<file path="config.mk">
export PLATFORM = sky130hd
export DESIGN_NAME = lfc_frame_core
export DESIGN_NICKNAME = d
export VERILOG_FILES = /design/src/rtl/lfc_pkg.sv /design/src/rtl/lfc_frame_core.sv
export SDC_FILE = /design/constraint.sdc
export NUM_CORES = 1
export LEC_CHECK = 0
export BUFFER_PORTS_ARGS = -buffer_cell sky130_fd_sc_hd__buf_2
export CAP_MARGIN = 20
export CORE_UTILIZATION = 65
export DETAILED_ROUTE_END_ITERATION = 8
export PLACE_DENSITY = 0.95
export SKIP_LAST_GASP = 1
export SYNTH_ARGS = -nofsm -noshare
export SYNTH_HDL_FRONTEND = slang
export SYNTH_SLANG_ARGS = --single-unit
</file>
<file path="constraint.sdc">
create_clock -name clk -period 11.7 [get_ports clk]
set_input_delay 0.585 -clock clk [delete_from_list [all_inputs] [get_ports clk]]
set_output_delay 0.585 -clock clk [all_outputs]
set_load 0.01 [all_outputs]
</file>
<file path="src/rtl/lfc_pkg.sv">
// ----------------------------------------------------------------------------
// LIN frame checker package
// Item and record types, checksum variant codes and fixed constants.
// ----------------------------------------------------------------------------
package lfc_pkg;

    localparam int BYTE_W       = 8;
    localparam int ID_W         = 6;
    localparam int DATA_COUNT_W = 4;

    // Diagnostic identifiers, always classic checksum
    localparam logic [ID_W-1:0] DIAG_ID_A = 6'h3C;
    localparam logic [ID_W-1:0] DIAG_ID_B = 6'h3D;

    // Settled checksum variant codes
    localparam logic [1:0] VAR_UNKNOWN  = 2'd0;
    localparam logic [1:0] VAR_CLASSIC  = 2'd1;
    localparam logic [1:0] VAR_ENHANCED = 2'd2;

    typedef struct packed {
        logic [BYTE_W-1:0] byte_value;
        logic              starts_frame;
        logic              ends_frame;
        logic              truncated;
    } lfc_item_t;

    typedef struct packed {
        logic                    frame_cut;
        logic                    no_response;
        logic                    enhanced_used;
        logic                    checksum_ok;
        logic [BYTE_W-1:0]       received_checksum;
        logic [DATA_COUNT_W-1:0] data_count;
        logic                    parity_match;
        logic [BYTE_W-1:0]       protected_id;
        logic [ID_W-1:0]         identifier;
    } lfc_record_t;

    // Ones-complement byte add with end-around carry
    function automatic logic [BYTE_W-1:0] oc_add(input logic [BYTE_W-1:0] a,
                                                 input logic [BYTE_W-1:0] b);
        logic [BYTE_W:0] s;
        s = {1'b0, a} + {1'b0, b};
        return s[BYTE_W-1:0] + {{(BYTE_W-1){1'b0}}, s[BYTE_W]};
    endfunction

    // Both PID parity bits match the identifier
    function automatic logic pid_parity_match(input logic [BYTE_W-1:0] pid);
        logic p0;
        logic p1;
        p0 = pid[0] ^ pid[1] ^ pid[2] ^ pid[4];
        p1 = ~(pid[1] ^ pid[3] ^ pid[4] ^ pid[5]);
        return (pid[6] == p0) && (pid[7] == p1);
    endfunction

endpackage

</file>
<file path="src/rtl/lfc_frame_core.sv">
// ----------------------------------------------------------------------------
// LIN frame checker core
// Frame state, running checksums and the frame record, one byte a cycle while stepped.
// ----------------------------------------------------------------------------
module lfc_frame_core import lfc_pkg::*; #(
    parameter int MAX_DATA_BYTES = 8
) (
    input  logic        clk,
    input  logic        rst_n,
    input  logic        step,
    input  lfc_item_t   item,
    output logic        emit,
    output lfc_record_t record
);

    localparam int RESP_CNT_W = $clog2(MAX_DATA_BYTES + 2);
    localparam logic [RESP_CNT_W-1:0] RESP_MAX = RESP_CNT_W'(MAX_DATA_BYTES + 1);

    logic [BYTE_W-1:0]     classic_sum_reg,  classic_sum_next;
    logic [BYTE_W-1:0]     enhanced_sum_reg, enhanced_sum_next;
    logic [BYTE_W-1:0]     pending_byte_reg, pending_byte_next;
    logic [RESP_CNT_W-1:0] resp_count_reg,   resp_count_next;
    logic [BYTE_W-1:0]     held_pid_reg,     held_pid_next;
    logic [1:0]            settled_reg,      settled_next;
    logic                  in_frame_reg,     in_frame_next;

    logic              diag;
    logic              has_resp;
    logic [BYTE_W-1:0] rx;
    logic [BYTE_W-1:0] want_cls;
    logic [BYTE_W-1:0] want_enh;
    logic              enh_first;
    logic              ok;
    logic              enh;

    // Running sums and frame bookkeeping
    always_comb
    begin
        classic_sum_next  = classic_sum_reg;
        enhanced_sum_next = enhanced_sum_reg;
        pending_byte_next = pending_byte_reg;
        resp_count_next   = resp_count_reg;
        held_pid_next     = held_pid_reg;
        emit              = 1'b0;
        if (item.starts_frame)
        begin
            held_pid_next     = item.byte_value;
            classic_sum_next  = '0;
            enhanced_sum_next = item.byte_value;
            pending_byte_next = '0;
            resp_count_next   = '0;
            emit              = item.ends_frame;
        end
        else if (in_frame_reg)
        begin
            emit = item.ends_frame;
            // bytes past the checksum slot are dropped
            if (resp_count_reg < RESP_MAX)
            begin
                if (resp_count_reg != '0)
                begin
                    classic_sum_next  = oc_add(classic_sum_reg, pending_byte_reg);
                    enhanced_sum_next = oc_add(enhanced_sum_reg, pending_byte_reg);
                end
                pending_byte_next = item.byte_value;
                resp_count_next   = resp_count_reg + 1'b1;
            end
        end
    end

    // Checksum compare, settled variant tried first
    always_comb
    begin
        diag      = (held_pid_next[ID_W-1:0] == DIAG_ID_A) ||
                    (held_pid_next[ID_W-1:0] == DIAG_ID_B);
        has_resp  = (resp_count_next != '0);
        rx        = has_resp ? pending_byte_next : '0;
        want_cls  = ~classic_sum_next;
        want_enh  = ~enhanced_sum_next;
        enh_first = !diag && (settled_reg != VAR_CLASSIC);
        ok        = 1'b0;
        enh       = 1'b0;
        if (has_resp)
        begin
            if (rx == (enh_first ? want_enh : want_cls))
            begin
                ok  = 1'b1;
                enh = enh_first;
            end
            else if (!diag && (rx == (enh_first ? want_cls : want_enh)))
            begin
                ok  = 1'b1;
                enh = !enh_first;
            end
        end

        settled_next = settled_reg;
        if (emit && ok && !diag)
        begin
            settled_next = enh ? VAR_ENHANCED : VAR_CLASSIC;
        end

        in_frame_next = in_frame_reg;
        if (item.starts_frame)
        begin
            in_frame_next = 1'b1;
        end
        if (emit)
        begin
            in_frame_next = 1'b0;
        end
    end

    // Frame record
    always_comb
    begin
        record.identifier        = held_pid_next[ID_W-1:0];
        record.protected_id      = held_pid_next;
        record.parity_match      = pid_parity_match(held_pid_next);
        record.data_count        = has_resp ?
                                   DATA_COUNT_W'(resp_count_next - 1'b1) : '0;
        record.received_checksum = rx;
        record.checksum_ok       = ok;
        record.enhanced_used     = enh;
        record.no_response       = !has_resp && !item.truncated;
        record.frame_cut         = item.truncated;
    end

    // State registers
    always_ff @(posedge clk or negedge rst_n)
    begin
        if (!rst_n)
        begin
            classic_sum_reg  <= '0;
            enhanced_sum_reg <= '0;
            pending_byte_reg <= '0;
            resp_count_reg   <= '0;
            held_pid_reg     <= '0;
            settled_reg      <= VAR_UNKNOWN;
            in_frame_reg     <= 1'b0;
        end
        else if (step)
        begin
            classic_sum_reg  <= classic_sum_next;
            enhanced_sum_reg <= enhanced_sum_next;
            pending_byte_reg <= pending_byte_next;
            resp_count_reg   <= resp_count_next;
            held_pid_reg     <= held_pid_next;
            settled_reg      <= settled_next;
            in_frame_reg     <= in_frame_next;
        end
    end

endmodule

</file>
==> results_dict.tcl <==
set metrics [dict create \
    post_synth_num_cell_types 71 \
    rsz0062_at_grt "false" \
    path_clk_slew_ps 80 \
    route.detailed.wl_per_inst_um 18.8 \
    cts_tree "done" \
    placeableCoreArea_um2 5960 \
    first_global_vias 3633 \
    final_min_period_over_clock_period_pct 48.8 \
    initial_utilization_pct 67.7 \
    grt_start_max_net_pins 59 \
    first_pass_iters 5 \
    ctsLongestPathBuffers 2 \
    placedCellCount 577 \
    yosys.area.top_type_share_pct 24.2 \
    synthTopCellsByCount "dfrtp_1 (39), nand2_1 (37), nor2_1 (37)" \
    hold_path_class "in2async" \
    chipHeight_um 80.8 \
    hpwl_mm 8.13 \
    r2r_end "settled_reg[0]" \
    synth_top_cells_by_area "dfrtp_1 (24%), ha_1 (7.4%), xnor2_1 (4.6%), mux2_2 (4.5%), a21oi_1 (3.7%)" \
    regToRegSetupSlack_ps 6560 \
    fin_cells 585 \
    cts-hold-fix-buffers 0 \
    detailed_place.area_um2 4180 \
    fmax_mhz 175 \
    critical_path.reg2reg.startpoint "pending_byte_reg[0]" \
    setup.worst_path.start_class "input port" \
    yosysSeqAreaShare_pct 24.2 \
    detail_route.vias_per_cell 6.80 \
    diodes 0 \
    cts_buffers 5 \
    die-area_um2 6520 \
    critPathLaunch "item[2]" \
    synthArstFlopShare_pct 100 \
    finalNetCount 549 \
    critPathRequiredTime_ps 11120 \
    post_synth_inst_count 489 \
    worstSkewPairLatency_ps 300 \
    synthesized_net_count 529 \
    die_width_um 80.8 \
    critPathCaptureType "output pin" \
    post-route-util_pct 72.2 \
    most_frequent_cell_after_synthesis "dfrtp_1" \
    cts_repair_resized_insts 0 \
    vias 3979 \
    power_density_nw_per_um2 162 \
    synthFlopType "dfrtp_1" \
    routed_wirelength_mm 11.0 \
    leakage_power_summed_over_all_cells_uw 0.00200 \
    synth_enable_flop_cells 0 \
    post-cts-setup-buffers 0 \
    worst-r2r-cell-count 17 \
    syn-mean-instance-area_um2 8.24 \
    wire_length_of_the_first_global_routing_pass_mm 17.3 \
    num_io_pins 46 \
    ir_drop_uv 92.2 \
    clock_skew_ps 9.60 \
    place_congestion 0.915 \
    cts.root.buffer_cell "clkbuf_8" \
    route.detailed.drc 0 \
    yosys_warnings 0 \
    hold_violations 0 \
    max_slew_margin_pct 28.8 \
    synthesized_area_um2 4030 \
    row_count 28 \
    drive_gt1_share_pct 15.7 \
    post-route-cell-area_um2 4300 \
    report.final.setup_viol 0 \
    crit_arrival_ps 5120 \
    crit_fanout 58 \
    max_cap_violations 0 \
    clkSinkCount 39 \
    place.port_buffers 45 \
    outcome "completed" \
    drt.antenna.violating_nets 0 \
    count_of_final_max_slew_check_failures 0 \
    worstSetupPathType "in2out" \
    synth.ff_latch_count 39 \
    grt_antenna_before_repair 0 \
    worst_pin_slew_ps 1060 \
    globalRoute.totalOverflow 0 \
    totalNegativeSetupSlack_ps 0 \
    grt.total_usage_pct 35.1 \
    layout_min_cycle_time_ps 5700 \
    cts.htree.levels 2 \
    initial_drc_count 532 \
    area_growth_pct 6.67 \
    biggest_area_consumer_among_synthesized_cells "dfrtp_1" \
]
## metal layers
metal	track usage, %	part of all wire (%)	vias to the layer above
met5	0	0	-
met4	18.2	4.7	0
met3	6.07	9.9	60
met2	57.1	46	249
met1	44.8	39	1808
li1	-	-	1862
## where the power goes
group,internal (uW),total [uW],switching [uW]
clock network,69.0,119,50.2
registers,158,188,29.2
logic,159,388,230
total,386,695,309
## layout by cell type (no fill, tap or decap), types with 8 or more instances in the layout
master	n
buf_2	45
dfrtp_1	39
nand2_1	37
nor2_1	37
inv_1	32
a21oi_1	30
o21ai_0	25
ha_1	24
xnor2_1	21
nand3_1	17
mux2_2	16
mux2i_1	15
o22ai_1	12
xor2_1	10
a21o_1	8
nand4_1	8
## worst max path at each step
stage                     slack [ps]  cells past startpoint          to
after global placement          6350                     13  record[28]
after global routing            5680                     13  record[28]
after floorplan                 6990                     18  record[28]
after detailed placement        6250                     13  record[28]
after CTS                       6140                     17  record[28]
final                           6000                     14  record[28]
## metrics by stage
stage,hold slack (ps),total power [uW],setup WS [ps]
floorplan,289,480,6990
global placement,462,548,6350
detailed placement,467,564,6250
CTS,428,686,6140
global route,477,736,5680
finish,396,695,6000
## logic make-up after synthesis
family                   synth area share, %
flip-flops                              24.2
buffers and inverters                   7.23
AND/OR/NAND/NOR                         16.6
AO/OA/AOI/OAI                           26.6
adder cells (fa/ha/maj)                 8.44
multiplexers                            8.47
XOR/XNOR                                8.44
## final cells by class
class	count	area (um^2)
Multi-Input combinational cell	385	2760
Tap cell	75	93.8
Inverter	33	124
Fill cell	464	1660
Sequential cell	39	976
Clock buffer	6	82.6
Clock inverter	2	35.0
Timing Repair Buffer	45	225
## worst max-delay path: stages
cell and delay, ps:
buf_2 760, inv_1 500, a21boi_0 590, ha_1 260, nor2_1 50, a2111oi_0 510
or2_2 390, a21oi_1 90, or4_1 500, a211oi_1 260, nand3_1 120, xnor2_1 260
nor2_1 80, buf_2 140
No activity file was read; power rests on OpenSTA's default activity.
